===== src/sv/bcm_pkg.sv =====
// bcm_pkg: types, register indexes, reset values and helpers shared by the
// beat-locked cutoff modulator. No dependencies.
`default_nettype none
package bcm_pkg;

    localparam int TICKS_PER_BEAT_DEF   = 48;
    localparam int SINE_TABLE_SIZE_DEF  = 1024;
    localparam int DECAY_TABLE_SIZE_DEF = 256;
    localparam int STEPS_PER_BAR        = 8;
    localparam int STEP_LG              = $clog2(STEPS_PER_BAR);

    localparam logic [12:0] HZ_MIN    = 13'd100;
    localparam logic [12:0] HZ_MAX    = 13'd8000;
    localparam logic [16:0] CUT_MIN_Q4 = 17'd1600;
    localparam logic [23:0] LFO_TOL   = 24'd655;
    localparam logic [16:0] CUT_TOL   = 17'd16;

    typedef enum logic [3:0] {
        CFG_ENABLE  = 4'd0,
        CFG_STUTTER = 4'd1,
        CFG_LOW     = 4'd2,
        CFG_HIGH    = 4'd3,
        CFG_BARS    = 4'd4,
        CFG_SWING   = 4'd5,
        CFG_BLIP    = 4'd6,
        CFG_MASK    = 4'd7
    } t_cfg_idx;

    typedef struct packed {
        logic [1:0]  enable_bits;
        logic [1:0]  stutter_rate;
        logic [12:0] sweep_low_hz;
        logic [12:0] sweep_high_hz;
        logic [4:0]  sweep_length_bars;
        logic [6:0]  swing_percent;
        logic [10:0] blip_depth_q10;
        logic [7:0]  step_mask;
    } t_cfg;

    localparam t_cfg CFG_RESET = '{
        enable_bits:       2'd2,
        stutter_rate:      2'd2,
        sweep_low_hz:      13'd600,
        sweep_high_hz:     13'd2000,
        sweep_length_bars: 5'd4,
        swing_percent:     7'd0,
        blip_depth_q10:    11'd0,
        step_mask:         8'hFF
    };

    typedef struct packed {
        logic clr_lfo;
        logic clr_cut;
    } t_cfg_evt;

    typedef struct packed {
        logic [31:0] tick_count;
        logic [9:0]  tempo_bpm;
    } t_in;

    typedef struct packed {
        logic        lfo_push;
        logic        sub_lfo_push;
        logic [23:0] lfo_rate_q16;
        logic        cutoff_push;
        logic [16:0] main_cutoff_q4;
        logic        sub_cutoff_push;
        logic [15:0] sub_cutoff_q4;
        logic        step_open;
    } t_out;

    typedef enum logic {
        OP_MUL,
        OP_DIV
    } t_alu_op;

    typedef struct packed {
        t_alu_op     op;
        logic [31:0] a;
        logic [31:0] b;
    } t_alu_req;

    typedef struct packed {
        logic        done;
        logic [63:0] prod;
        logic [31:0] quo;
        logic [31:0] rem;
    } t_alu_rsp;

    typedef enum logic {
        ALU_IDLE,
        ALU_DIV
    } t_alu_st;

    typedef enum logic [4:0] {
        S_IDLE, S_RATE, S_POS, S_IDX, S_T2, S_P1, S_P2, S_P3, S_SV, S_BASE,
        S_PIB, S_PIBQ, S_OFF, S_STEP, S_D, S_HM, S_HD, S_SQ, S_ENV, S_CUT, S_FIN
    } t_seq_st;

    function automatic logic [12:0] clamp_hz(input logic [12:0] v);
        logic [12:0] r;
        r = v;
        if (v < HZ_MIN) r = HZ_MIN;
        else if (v > HZ_MAX) r = HZ_MAX;
        return r;
    endfunction

endpackage
`default_nettype wire


===== src/sv/bcm_alu.sv =====
// bcm_alu: shared arithmetic unit, registered 32x32 multiply and
// radix-2 restoring divide. Uses bcm_pkg.
`default_nettype none
module bcm_alu
    import bcm_pkg::*;
(
    input  wire logic     i_clk,
    input  wire logic     i_rst_n,
    input  wire logic     i_start,
    input  wire t_alu_req i_req,
    output t_alu_rsp      o_rsp
);

    t_alu_st     r_st, n_st;
    logic [4:0]  r_cnt, n_cnt;
    logic [31:0] r_rem, n_rem;
    logic [31:0] r_quo, n_quo;
    logic [31:0] r_div, n_div;
    logic [63:0] r_prod, n_prod;
    logic        r_done, n_done;
    logic [32:0] rem2, sub2;
    logic        ge;

    always_ff @(posedge i_clk) begin
        if (!i_rst_n) begin
            r_st   <= ALU_IDLE;
            r_done <= 1'b0;
        end else begin
            r_st   <= n_st;
            r_done <= n_done;
        end
        r_cnt  <= n_cnt;
        r_rem  <= n_rem;
        r_quo  <= n_quo;
        r_div  <= n_div;
        r_prod <= n_prod;
    end

    assign rem2 = {r_rem, r_quo[31]};
    assign sub2 = rem2 - {1'b0, r_div};
    assign ge   = (rem2 >= {1'b0, r_div});

    always_comb begin
        n_st   = r_st;
        n_cnt  = r_cnt;
        n_rem  = r_rem;
        n_quo  = r_quo;
        n_div  = r_div;
        n_prod = r_prod;
        n_done = 1'b0;
        case (r_st)
            ALU_IDLE: begin
                if (i_start) begin
                    if (i_req.op == OP_MUL) begin
                        n_prod = 64'(i_req.a) * 64'(i_req.b);
                        n_done = 1'b1;
                    end else begin
                        n_st  = ALU_DIV;
                        n_rem = '0;
                        n_quo = i_req.a;
                        n_div = i_req.b;
                        n_cnt = 5'd31;
                    end
                end
            end
            ALU_DIV: begin
                // one quotient bit per cycle, msb first
                n_rem = ge ? sub2[31:0] : rem2[31:0];
                n_quo = {r_quo[30:0], ge};
                n_cnt = r_cnt - 5'd1;
                if (r_cnt == 5'd0) begin
                    n_st   = ALU_IDLE;
                    n_done = 1'b1;
                end
            end
            default: n_st = ALU_IDLE;
        endcase
    end

    assign o_rsp = '{done: r_done, prod: r_prod, quo: r_quo, rem: r_rem};

endmodule
`default_nettype wire


===== src/sv/bcm_seq.sv =====
// bcm_seq: sequencer and datapath registers; runs the LFO, sweep, swing
// and blip math through bcm_alu and holds the push state. Uses bcm_pkg.
`default_nettype none
module bcm_seq
    import bcm_pkg::*;
#(
    parameter int TICKS_PER_BEAT   = TICKS_PER_BEAT_DEF,
    parameter int SINE_TABLE_SIZE  = SINE_TABLE_SIZE_DEF,
    parameter int DECAY_TABLE_SIZE = DECAY_TABLE_SIZE_DEF
) (
    input  wire logic     i_clk,
    input  wire logic     i_rst_n,
    input  wire t_cfg     i_cfg,
    input  wire t_cfg_evt i_evt,
    input  wire logic     i_go,
    input  wire t_in      i_item,
    input  wire logic     i_slot_free,
    output logic          o_idle,
    output logic          o_res_valid,
    output t_out          o_res
);

    localparam int BAR    = 4 * TICKS_PER_BEAT;
    localparam int BAR_W  = $clog2(BAR + 1);
    localparam int PER_W  = $clog2(16 * BAR + 1);
    localparam int TPS_W  = $clog2(TICKS_PER_BEAT + 1);
    localparam int SIN_LG = $clog2(SINE_TABLE_SIZE);
    localparam int DEC_LG = $clog2(DECAY_TABLE_SIZE);

    // reciprocals for the divides by fixed values, exact over their input ranges
    localparam int RATE_S = 35;
    localparam longint unsigned RATE_M = ((64'd1 << RATE_S) + 64'd59) / 64'd60;
    localparam int PCT_S  = 19;
    localparam longint unsigned PCT_M  = ((64'd1 << PCT_S) + 64'd99) / 64'd100;
    localparam int TPB_LG = $clog2(TICKS_PER_BEAT);
    localparam int BAR_S  = 30 + TPB_LG;
    localparam longint unsigned BAR_M  =
        ((64'd1 << BAR_S) + 64'(TICKS_PER_BEAT) - 64'd1) / 64'(TICKS_PER_BEAT);

    t_seq_st r_st, n_st;
    logic    r_pend, n_pend;
    logic [31:0] r_tick, n_tick;
    logic [9:0]  r_bpm, n_bpm;
    logic [23:0] r_rate, n_rate;
    logic [PER_W-1:0] r_pos, n_pos;
    logic [SIN_LG-1:0] r_idx, n_idx;
    logic [16:0] r_t2, n_t2;
    logic [16:0] r_p, n_p;
    logic [15:0] r_sp, n_sp;
    logic [16:0] r_base, n_base;
    logic [BAR_W-1:0] r_pib, n_pib;
    logic        r_odd, n_odd;
    logic [TPS_W-1:0] r_off, n_off;
    logic [TPS_W-1:0] r_srem, n_srem;
    logic        r_open, n_open;
    logic [14:0] r_y, n_y;
    logic [16:0] r_h, n_h;
    logic [2:0]  r_k, n_k;
    logic [31:0] r_tmp, n_tmp;
    logic [16:0] r_cut, n_cut;
    logic [16:0] r_last_cut, n_last_cut;
    logic        r_cut_known, n_cut_known;
    logic [23:0] r_last_rate, n_last_rate;
    logic        r_lfo_known, n_lfo_known;

    t_alu_req req;
    t_alu_rsp rsp;
    logic     start;

    // config values, which only the user keeps stable while an item is in flight
    logic [9:0]  bpm_e;
    logic [12:0] bm;
    logic [12:0] lo_c, hi_c, lo_e;
    logic [16:0] lo4, hi4, span4;
    logic [15:0] half;
    logic [4:0]  bars;
    logic [PER_W-1:0] period;
    logic [3:0]  mult;
    logic [TPS_W:0] tps_sum, tps_sh;
    logic [TPS_W-1:0] tps;
    logic [6:0]  swing;
    logic [10:0] depth;
    logic [13:0] tsw;
    logic [17:0] p18;
    logic [1:0]  quad;
    logic [16:0] t;
    logic [BAR_W:0] sw_x;
    logic [BAR_W-1:0] swung;
    logic [16:0] v17;
    logic [14:0] v;
    logic [63:0] cprod;
    logic [STEP_LG-1:0] step;
    logic [31:0] pib_q, pib_full;
    logic [23:0] rate_diff;
    logic [16:0] cut_diff;
    logic        lfo_push, cut_push;

    assign bpm_e  = (r_bpm == 10'd0) ? 10'd1 : r_bpm;
    assign bm     = 13'(bpm_e) << i_cfg.stutter_rate;
    assign lo_c   = clamp_hz(i_cfg.sweep_low_hz);
    assign hi_c   = clamp_hz(i_cfg.sweep_high_hz);
    assign lo_e   = (lo_c > hi_c) ? hi_c : lo_c;
    assign lo4    = {lo_e, 4'b0};
    assign hi4    = {hi_c, 4'b0};
    assign span4  = hi4 - lo4;
    assign half   = span4[16:1];
    assign bars   = (i_cfg.sweep_length_bars == 5'd0) ? 5'd1 :
                    (i_cfg.sweep_length_bars > 5'd16) ? 5'd16 : i_cfg.sweep_length_bars;
    assign period = PER_W'(bars * BAR);
    assign mult   = 4'd1 << i_cfg.stutter_rate;
    assign tps_sum = (TPS_W + 1)'(TICKS_PER_BEAT) + (TPS_W + 1)'(mult[3:1]);
    assign tps_sh = tps_sum >> i_cfg.stutter_rate;
    assign tps    = (tps_sh == '0) ? TPS_W'(1) : tps_sh[TPS_W-1:0];
    assign swing  = (i_cfg.swing_percent > 7'd66) ? 7'd66 : i_cfg.swing_percent;
    assign depth  = (i_cfg.blip_depth_q10 > 11'd1024) ? 11'd1024 : i_cfg.blip_depth_q10;
    assign tsw    = 14'(tps) * 14'(swing);

    // sine index to quarter and mirrored phase
    assign p18  = 18'(r_idx) << (18 - SIN_LG);
    assign quad = p18[17:16];
    assign t    = quad[0] ? (17'h10000 - {1'b0, p18[15:0]}) : {1'b0, p18[15:0]};

    assign sw_x  = (BAR_W + 1)'(r_pib) + (BAR_W + 1)'(BAR) - (BAR_W + 1)'(r_off);
    assign swung = (sw_x >= (BAR_W + 1)'(BAR)) ? BAR_W'(sw_x - (BAR_W + 1)'(BAR))
                                               : sw_x[BAR_W-1:0];

    assign v17   = 17'(rsp.prod >> 17);
    assign v     = (v17 > 17'd32767) ? 15'h7FFF : v17[14:0];
    assign cprod = rsp.prod >> 26;
    assign step  = rsp.quo[STEP_LG-1:0];

    // bar position: quotient of tick/4 by ticks per beat, then remainder
    assign pib_q    = 32'(rsp.prod >> BAR_S);
    assign pib_full = r_tick - pib_q * 32'(BAR);

    assign rate_diff = (r_rate > r_last_rate) ? r_rate - r_last_rate : r_last_rate - r_rate;
    assign cut_diff  = (r_cut > r_last_cut) ? r_cut - r_last_cut : r_last_cut - r_cut;
    assign lfo_push  = !r_lfo_known || (rate_diff > LFO_TOL);
    assign cut_push  = !r_cut_known || (cut_diff > CUT_TOL);

    assign start = (r_st != S_IDLE) && (r_st != S_FIN) && !r_pend;

    bcm_alu u_alu (
        .i_clk   (i_clk),
        .i_rst_n (i_rst_n),
        .i_start (start),
        .i_req   (req),
        .o_rsp   (rsp)
    );

    always_ff @(posedge i_clk) begin
        if (!i_rst_n) begin
            r_st        <= S_IDLE;
            r_pend      <= 1'b0;
            r_last_cut  <= '0;
            r_cut_known <= 1'b0;
            r_last_rate <= '0;
            r_lfo_known <= 1'b0;
        end else begin
            r_st        <= n_st;
            r_pend      <= n_pend;
            r_last_cut  <= n_last_cut;
            r_cut_known <= n_cut_known;
            r_last_rate <= n_last_rate;
            r_lfo_known <= n_lfo_known;
        end
        r_tick <= n_tick;
        r_bpm  <= n_bpm;
        r_rate <= n_rate;
        r_pos  <= n_pos;
        r_idx  <= n_idx;
        r_t2   <= n_t2;
        r_p    <= n_p;
        r_sp   <= n_sp;
        r_base <= n_base;
        r_pib  <= n_pib;
        r_odd  <= n_odd;
        r_off  <= n_off;
        r_srem <= n_srem;
        r_open <= n_open;
        r_y    <= n_y;
        r_h    <= n_h;
        r_k    <= n_k;
        r_tmp  <= n_tmp;
        r_cut  <= n_cut;
    end

    always_comb begin
        n_st = r_st;
        n_pend = r_pend;
        n_tick = r_tick;   n_bpm = r_bpm;   n_rate = r_rate; n_pos = r_pos;
        n_idx = r_idx;     n_t2 = r_t2;     n_p = r_p;       n_sp = r_sp;
        n_base = r_base;   n_pib = r_pib;   n_odd = r_odd;   n_off = r_off;
        n_srem = r_srem;   n_open = r_open; n_y = r_y;       n_h = r_h;
        n_k = r_k;         n_tmp = r_tmp;   n_cut = r_cut;
        n_last_cut = r_last_cut;   n_cut_known = r_cut_known;
        n_last_rate = r_last_rate; n_lfo_known = r_lfo_known;
        req = '{op: OP_MUL, a: 32'd0, b: 32'd0};
        o_res_valid = 1'b0;
        o_res = '0;

        if (start) n_pend = 1'b1;
        if (rsp.done) n_pend = 1'b0;

        case (r_st)
            S_IDLE: begin
                if (i_go && i_cfg.enable_bits[0]) begin
                    n_tick = i_item.tick_count;
                    n_bpm  = i_item.tempo_bpm;
                    n_st   = S_RATE;
                end
            end
            S_RATE: begin
                // rounded divide by 60 as a reciprocal multiply
                req = '{op: OP_MUL, a: {3'b0, bm, 16'b0} + 32'd30, b: 32'(RATE_M)};
                if (rsp.done) begin
                    n_rate = 24'(rsp.prod >> RATE_S);
                    n_st   = S_POS;
                end
            end
            S_POS: begin
                req = '{op: OP_DIV, a: r_tick, b: 32'(period)};
                if (rsp.done) begin
                    n_pos = rsp.rem[PER_W-1:0];
                    n_st  = S_IDX;
                end
            end
            S_IDX: begin
                req = '{op: OP_DIV, a: 32'(r_pos) << SIN_LG, b: 32'(period)};
                if (rsp.done) begin
                    n_idx = rsp.quo[SIN_LG-1:0];
                    n_st  = S_T2;
                end
            end
            S_T2: begin
                req = '{op: OP_MUL, a: 32'(t), b: 32'(t)};
                if (rsp.done) begin
                    n_t2 = 17'(rsp.prod >> 16);
                    n_st = S_P1;
                end
            end
            S_P1: begin
                req = '{op: OP_MUL, a: 32'd307, b: 32'(r_t2)};
                if (rsp.done) begin
                    n_p  = 17'd5223 - 17'(rsp.prod >> 16);
                    n_st = S_P2;
                end
            end
            S_P2: begin
                req = '{op: OP_MUL, a: 32'(r_p), b: 32'(r_t2)};
                if (rsp.done) begin
                    n_p  = 17'd42334 - 17'(rsp.prod >> 16);
                    n_st = S_P3;
                end
            end
            S_P3: begin
                req = '{op: OP_MUL, a: 32'(r_p), b: 32'(r_t2)};
                if (rsp.done) begin
                    n_p  = 17'd102944 - 17'(rsp.prod >> 16);
                    n_st = S_SV;
                end
            end
            S_SV: begin
                req = '{op: OP_MUL, a: 32'(r_p), b: 32'(t)};
                if (rsp.done) begin
                    // sine value offset by half scale, negative half cycle mirrored
                    n_sp = quad[1] ? 16'(17'd32768 - 17'(v)) : 16'(17'd32768 + 17'(v));
                    n_st = S_BASE;
                end
            end
            S_BASE: begin
                req = '{op: OP_MUL, a: 32'(half), b: 32'(r_sp)};
                if (rsp.done) begin
                    n_base = lo4 + 17'((rsp.prod + 64'd16384) >> 15);
                    n_st   = S_PIB;
                end
            end
            S_PIB: begin
                req = '{op: OP_MUL, a: r_tick >> 2, b: 32'(BAR_M)};
                if (rsp.done) begin
                    n_pib = pib_full[BAR_W-1:0];
                    n_st  = S_PIBQ;
                end
            end
            S_PIBQ: begin
                req = '{op: OP_DIV, a: 32'(r_pib), b: 32'(tps)};
                if (rsp.done) begin
                    n_odd = rsp.quo[0];
                    n_st  = S_OFF;
                end
            end
            S_OFF: begin
                // percent of a subdivision, divide by 100 as a reciprocal multiply
                req = '{op: OP_MUL, a: 32'(tsw), b: 32'(PCT_M)};
                if (rsp.done) begin
                    n_off = r_odd ? TPS_W'(rsp.prod >> PCT_S) : '0;
                    n_st  = S_STEP;
                end
            end
            S_STEP: begin
                req = '{op: OP_DIV, a: 32'(swung), b: 32'(tps)};
                if (rsp.done) begin
                    n_srem = rsp.rem[TPS_W-1:0];
                    n_open = i_cfg.step_mask[step];
                    if (!i_cfg.step_mask[step]) begin
                        n_cut = CUT_MIN_Q4;
                        n_st  = S_FIN;
                    end else if (depth == 11'd0) begin
                        n_cut = r_base;
                        n_st  = S_FIN;
                    end else begin
                        n_st = S_D;
                    end
                end
            end
            S_D: begin
                req = '{op: OP_DIV, a: 32'(r_srem) << DEC_LG, b: 32'(tps)};
                if (rsp.done) begin
                    n_y  = 15'(rsp.quo[DEC_LG-1:0]) << (15 - DEC_LG);
                    n_h  = 17'h10000;
                    n_k  = 3'd5;
                    n_st = S_HM;
                end
            end
            S_HM: begin
                req = '{op: OP_MUL, a: 32'(r_y), b: 32'(r_h)};
                if (rsp.done) begin
                    n_tmp = rsp.prod[31:0];
                    n_st  = S_HD;
                end
            end
            S_HD: begin
                // horner term of the exponential series
                req = '{op: OP_DIV, a: r_tmp, b: 32'({r_k, 16'b0})};
                if (rsp.done) begin
                    n_h = 17'h10000 - 17'(rsp.quo);
                    if (r_k == 3'd1) begin
                        n_k  = 3'd3;
                        n_st = S_SQ;
                    end else begin
                        n_k  = r_k - 3'd1;
                        n_st = S_HM;
                    end
                end
            end
            S_SQ: begin
                req = '{op: OP_MUL, a: 32'(r_h), b: 32'(r_h)};
                if (rsp.done) begin
                    n_h = 17'(rsp.prod >> 16);
                    n_k = r_k - 3'd1;
                    if (r_k == 3'd1) n_st = S_ENV;
                end
            end
            S_ENV: begin
                req = '{op: OP_MUL, a: 32'(depth), b: 32'(r_h)};
                if (rsp.done) begin
                    n_tmp = 32'h0400_0000 - rsp.prod[31:0];
                    n_st  = S_CUT;
                end
            end
            S_CUT: begin
                req = '{op: OP_MUL, a: 32'(r_base), b: r_tmp};
                if (rsp.done) begin
                    n_cut = (cprod < 64'(CUT_MIN_Q4)) ? CUT_MIN_Q4 : 17'(cprod);
                    n_st  = S_FIN;
                end
            end
            S_FIN: begin
                if (i_slot_free) begin
                    o_res_valid = 1'b1;
                    o_res.lfo_push        = lfo_push;
                    o_res.sub_lfo_push    = lfo_push && i_cfg.enable_bits[1];
                    o_res.lfo_rate_q16    = r_rate;
                    o_res.cutoff_push     = cut_push;
                    o_res.main_cutoff_q4  = r_cut;
                    o_res.sub_cutoff_push = cut_push && i_cfg.enable_bits[1];
                    o_res.sub_cutoff_q4   = r_cut[16:1];
                    o_res.step_open       = r_open;
                    if (lfo_push) begin
                        n_last_rate = r_rate;
                        n_lfo_known = 1'b1;
                    end
                    if (cut_push) begin
                        n_last_cut  = r_cut;
                        n_cut_known = 1'b1;
                    end
                    n_st = S_IDLE;
                end
            end
            default: n_st = S_IDLE;
        endcase

        if (i_evt.clr_lfo) n_lfo_known = 1'b0;
        if (i_evt.clr_cut) n_cut_known = 1'b0;
    end

    assign o_idle = (r_st == S_IDLE);

endmodule
`default_nettype wire


===== src/sv/beat_locked_cutoff_modulator.sv =====
// beat_locked_cutoff_modulator: top level with configuration registers,
// input handshake and output register. Uses bcm_pkg, bcm_seq, bcm_alu.
//
//  channel   direction  handshake                  payload
//  in        in         i_in_valid / o_in_ready    i_in  (t_in)
//  out       out        o_out_valid / i_out_ready  o_out (t_out)
//  cfg       in         i_cfg_valid / o_cfg_ready  i_cfg_index, i_cfg_data
//
// an item's time from acceptance to the next ready is set by the shared unit's divide
// (4 divides plus 9 multiplies, 6 more divides and 10 more multiplies when the blip
// is active, for the blip envelope)
// o_in_ready is high only while the sequencer is idle; items with the drone
// stopped are taken and give no result
// reset is synchronous, active low; a finished result waits in the output
// register while the next item is accepted
`default_nettype none
module beat_locked_cutoff_modulator
    import bcm_pkg::*;
#(
    parameter int TICKS_PER_BEAT   = TICKS_PER_BEAT_DEF,
    parameter int SINE_TABLE_SIZE  = SINE_TABLE_SIZE_DEF,
    parameter int DECAY_TABLE_SIZE = DECAY_TABLE_SIZE_DEF
) (
    input  wire logic        i_clk,
    input  wire logic        i_rst_n,
    input  wire logic        i_in_valid,
    output logic             o_in_ready,
    input  wire t_in         i_in,
    output logic             o_out_valid,
    input  wire logic        i_out_ready,
    output t_out             o_out,
    input  wire logic        i_cfg_valid,
    output logic             o_cfg_ready,
    input  wire logic [3:0]  i_cfg_index,
    input  wire logic [12:0] i_cfg_data
);

    t_cfg     r_cfg, n_cfg;
    t_cfg_evt evt;
    logic     r_out_valid, n_out_valid;
    t_out     r_out, n_out;
    logic     seq_idle, res_valid, slot_free, cfg_we;
    t_out     res;

    assign o_cfg_ready = 1'b1;
    assign cfg_we      = i_cfg_valid && o_cfg_ready;

    // register file, values truncated to their field width
    always_comb begin
        n_cfg = r_cfg;
        evt   = '0;
        if (cfg_we) begin
            case (t_cfg_idx'(i_cfg_index))
                CFG_ENABLE:  n_cfg.enable_bits       = i_cfg_data[1:0];
                CFG_STUTTER: begin
                    n_cfg.stutter_rate = i_cfg_data[1:0];
                    evt.clr_lfo        = 1'b1;
                end
                CFG_LOW:     n_cfg.sweep_low_hz      = i_cfg_data;
                CFG_HIGH:    n_cfg.sweep_high_hz     = i_cfg_data;
                CFG_BARS:    n_cfg.sweep_length_bars = i_cfg_data[4:0];
                CFG_SWING: begin
                    n_cfg.swing_percent = i_cfg_data[6:0];
                    evt.clr_cut         = 1'b1;
                end
                CFG_BLIP: begin
                    n_cfg.blip_depth_q10 = i_cfg_data[10:0];
                    evt.clr_cut          = 1'b1;
                end
                CFG_MASK: begin
                    n_cfg.step_mask = i_cfg_data[7:0];
                    evt.clr_cut     = 1'b1;
                end
                default: ; // indexes past the list are dropped
            endcase
        end
    end

    assign o_in_ready = seq_idle;
    assign slot_free  = !r_out_valid || i_out_ready;

    bcm_seq #(
        .TICKS_PER_BEAT   (TICKS_PER_BEAT),
        .SINE_TABLE_SIZE  (SINE_TABLE_SIZE),
        .DECAY_TABLE_SIZE (DECAY_TABLE_SIZE)
    ) u_seq (
        .i_clk       (i_clk),
        .i_rst_n     (i_rst_n),
        .i_cfg       (r_cfg),
        .i_evt       (evt),
        .i_go        (i_in_valid && o_in_ready),
        .i_item      (i_in),
        .i_slot_free (slot_free),
        .o_idle      (seq_idle),
        .o_res_valid (res_valid),
        .o_res       (res)
    );

    // output register, loads only when empty or being drained
    always_comb begin
        n_out_valid = r_out_valid;
        n_out       = r_out;
        if (r_out_valid && i_out_ready) n_out_valid = 1'b0;
        if (res_valid) begin
            n_out_valid = 1'b1;
            n_out       = res;
        end
    end

    always_ff @(posedge i_clk) begin
        if (!i_rst_n) begin
            r_cfg       <= CFG_RESET;
            r_out_valid <= 1'b0;
        end else begin
            r_cfg       <= n_cfg;
            r_out_valid <= n_out_valid;
        end
        r_out <= n_out;
    end

    assign o_out_valid = r_out_valid;
    assign o_out       = r_out;

endmodule
`default_nettype wire


===== config.mk =====
export PLATFORM = sky130hd
export DESIGN_NAME = beat_locked_cutoff_modulator
export DESIGN_NICKNAME = d
export VERILOG_FILES = /design/src/sv/bcm_pkg.sv /design/src/sv/bcm_alu.sv /design/src/sv/bcm_seq.sv /design/src/sv/beat_locked_cutoff_modulator.sv
export SDC_FILE = /design/constraint.sdc
export NUM_CORES = 2
export LEC_CHECK = 0
export BUFFER_PORTS_ARGS = -buffer_cell sky130_fd_sc_hd__buf_2
export CAP_MARGIN = 20
export CORE_MARGIN = 4
export CORE_UTILIZATION = 63
export CTS_CLUSTER_DIAMETER = 60
export DETAILED_ROUTE_END_ITERATION = 8
export PLACE_DENSITY = 0.89
export SLEW_MARGIN = 15
export SYNTH_ARGS = -nofsm -noshare
export SYNTH_HDL_FRONTEND = slang
export SYNTH_SLANG_ARGS = --single-unit

===== constraint.sdc =====
create_clock -name i_clk -period 35.2 [get_ports i_clk]
set_clock_uncertainty 0.05 [all_clocks]
set_input_delay 1.76 -clock i_clk [delete_from_list [all_inputs] [get_ports i_clk]]
set_output_delay 1.76 -clock i_clk [all_outputs]
set_load 0.01 [all_outputs]

==> metrics.cfg <==
[status]
status = finished clean

[timing]
slew_headroom_pct = 18.0
drv_slew = 0
max_freq_mhz = 64.3
worst_pin_slew_ns = 1.22
period_share_pct = 44.2
setup_viol = 0
hold_ws_ns = 0.398
rsz0062_at_grt = false
tns_ns = 0
hold_viol_final = 0
min_period_ns = 15.54

[critical_path]
critical_path.startpoint_type = flop
reg2reg_to = u_seq.u_alu.r_prod[62]$_DFFE_PP_
reg2reg_depth = 56
critPathMostFrequentCell = o21ai_0
cp.required_ns = 35.56
cpPeakStageDelay_ns = 0.69
timing.rr.start = r_cfg[34]$_SDFFE_PN0P_
crit_type = reg -> reg
end_kind = flop
reg2reg_setup_slack_ns = 19.66
crit_slowest_cell = o221ai_2
cp.arrival_ns = 15.91
crit_fanout = 12

[floorplanning]
core_sq_um = 106000
row_count = 119
die-area_sq_um = 112000
die_h_um = 335
initial_utilization_pct = 63.7
die_x_um = 335
io_pins = 129

[clock_network]
cts.repair.resized = 0
ctsHtreeMaxLevel = 3
cts-root-buf = clkbuf_16
cts.sinks = 578
insertion_delay_ns = 0.69
hold_buffers = 0
post_cts_buffers = 0
cts_made_buffers = 77
cts_tree = yes
clockBufferDepth = 3
clk_pin_slew_ns = 0.07

[routing]
drc = 0
viasPerCell = 6.30
wl_met1_um = 79400
wl_per_cell_um = 26.2
wirelength_um = 228000
ant_nets = 0
via_count = 54861
drtPass1Iterations = 7
routed-wl-met3_um = 30900
wl_met2_um = 97800
top_layer = met5
drt_iter0_drc = 6571

[synth]
yosys_warnings = 0
ys_seq_area_share_pct = 24.1
syn_inst = 7116
yosys.area.top_type = fa_1
yosysMostFrequentCell = inv_1
yosys_most_used_dff = edfxtp_1
async_reset_ff_share_pct = 0
synth-seq-cells = 578
synthTopCellsByCount = inv_1 (1382), fa_1 (927), nand2_1 (813), ha_1 (477), edfxtp_1 (465)
synth-edff-count = 465
synth_top_area_share_pct = 27.6
syn_area_sq_um = 67300
synth_area_leaders = fa_1 (28%), edfxtp_1 (21%), ha_1 (8.9%)
ys_types = 96
syn_avg_cell_area_sq_um = 9.46

[layout]
drive_above_1_share_pct = 6.57
area_delta_synth_final_pct = 7.98
layout.nets = 8715
final_cell_area_sq_um = 72700
stdcell_count = 8706

[hold_path]
hold_path_class = reg -> reg
hold_end = u_seq.r_rate[12]$_DFFE_PP_
hold_depth = 0
worstHoldStart = u_seq.u_alu.r_prod[47]$_DFFE_PP_

[power]
total_power_mw = 5.44
ir_worst_vdd_v = 0.000108
power.leakage_nw = 33.4
p_per_area_nw_per_um2 = 74.8

[grt]
grt-ovfl-total = 0
antenna_found_initial = 11
grt_pass1_vias = 56555
grt_max_degree = 114
grt_usage_pct = 40.8
grt_pass1_wl_um = 342000

[place]
placed_area_sq_um = 69900
gp_congestion = 1.05
port_buffers = 127
dp.cells = 8555
hpwlAfterDp_um = 179000

[run]
maxCapViolCount = 0

[where the power goes]
part	total (mW)	switching, mW	internal, mW
logic	3.56	2.27	1.29
registers	1.04	0.0900	0.953
clock network	0.833	0.354	0.478
[how the worst max path moves through the flow]
stage / slack, ns / from / depth (start not counted) / to
2_1_floorplan: 21.98 / r_cfg[33]$_SDFFE_PN0P_ / 59 / u_seq.u_alu.r_prod[62]$_DFFE_PP_
3_3_place_gp: 20.30 / r_cfg[33]$_SDFFE_PN0P_ / 56 / u_seq.u_alu.r_prod[62]$_DFFE_PP_
3_5_place_dp: 20.00 / r_cfg[33]$_SDFFE_PN0P_ / 56 / u_seq.u_alu.r_prod[62]$_DFFE_PP_
4_1_cts: 19.93 / r_cfg[33]$_SDFFE_PN0P_ / 56 / u_seq.u_alu.r_prod[62]$_DFFE_PP_
5_1_grt: 18.83 / r_cfg[33]$_SDFFE_PN0P_ / 58 / u_seq.u_alu.r_prod[62]$_DFFE_PP_
6_report: 19.66 / r_cfg[34]$_SDFFE_PN0P_ / 56 / u_seq.u_alu.r_prod[62]$_DFFE_PP_
[kinds of logic after synthesis]
group                    count (synthesis)  synth area share [%]
flip-flops                             578                  24.1
AO/OA/AOI/OAI                         1038                  10.5
multiplexers                           174                  2.69
AND/OR/NAND/NOR                       1968                  13.4
adder cells (fa/ha/maj)               1404                  36.4
buffers and inverters                 1725                  9.85
other                                    2                0.0112
XOR/XNOR                               227                  2.95
[per-stage QoR]
stage	setup slack (ns)	util [%]
4_1_cts	19.93	68.7
3_5_place_dp	20.00	66.1
5_1_grt	18.83	68.7
6_report	19.66	68.7
3_3_place_gp	20.30	66.1
2_1_floorplan	21.98	-
[sequential cells by signal, summed over array words and instances, names as in the netlist, 24 cells and up]
register	flops
u_seq.r_last_rate	24
u_seq.r_tick	32
u_seq.u_alu.r_rem	32
u_seq.u_alu.r_div	32
u_seq.u_alu.r_quo	32
o_out	46
r_cfg	61
u_seq.r_rate	24
u_seq.r_tmp	32
u_seq.u_alu.r_prod	64
[metal layers]
| layer | track usage (%) | vias up |
|---|---|---|
| met2 | 61.2 | 3920 |
| met4 | 27.6 | 6 |
| li1 | - | 23152 |
| met5 | 0 | - |
| met1 | 51.2 | 26792 |
| met3 | 12.5 | 991 |
[cell type report]
type                            count  area [sq um]
Antenna cell                        6          15.0
Clock inverter                     50           643
Tap cell                         1391          1740
Fill cell                        7940         33100
Inverter                         1398          5250
Timing Repair Buffer              250          1620
Sequential cell                   578         16200
Multi-Input combinational cell   4942         45100
Clock buffer                       91          2040
[cell usage in the layout (no fill, tap or decap), types with 21 or more instances in the layout]
| cell type | Yosys | layout |
|---|---|---|
| inv_1 | 1382 | 1381 |
| fa_1 | 927 | 927 |
| nand2_1 | 813 | 812 |
| ha_1 | 477 | 477 |
| edfxtp_1 | 465 | 465 |
| nor2_1 | 439 | 437 |
| a21oi_1 | 259 | 258 |
| and2_1 | 173 | 173 |
| o21ai_0 | 169 | 168 |
| xnor2_1 | 162 | 162 |
| nand3_1 | 143 | 143 |
| mux2i_1 | 136 | 136 |
| conb_1 | 2 | 131 |
| buf_2 | 3 | 127 |
| a21o_1 | 119 | 119 |
| buf_4 | 20 | 118 |
| dfxtp_1 | 113 | 111 |
| nor2b_1 | 94 | 94 |
| clkbuf_16 | 0 | 77 |
| xor2_1 | 65 | 65 |
| nor3_1 | 66 | 62 |
| o211ai_1 | 45 | 45 |
| a221oi_1 | 46 | 43 |
| nand4_1 | 42 | 42 |
| a31oi_1 | 38 | 37 |
| and3_1 | 37 | 35 |
| mux2_2 | 35 | 35 |
| nand2b_1 | 35 | 34 |
| a22o_1 | 32 | 32 |
| o21a_1 | 32 | 32 |
| a22oi_1 | 31 | 31 |
| a21boi_0 | 29 | 29 |
| nor4_1 | 30 | 28 |
| or3_1 | 27 | 27 |
| o21bai_1 | 27 | 26 |
| clkinv_1 | 15 | 21 |
[critical path, delay by kind of cell, from the launching register on]
| kind | cells | cell delay, ns |
|---|---|---|
| buf+inv | 5 | 0.60 |
| xor+xnor | 1 | 0.08 |
| flops | 1 | 0.32 |
| simple gates | 13 | 2.41 |
| fa+ha+maj | 12 | 5.41 |
| compound gates | 25 | 6.35 |
Power figures use the tool's default switching activity.
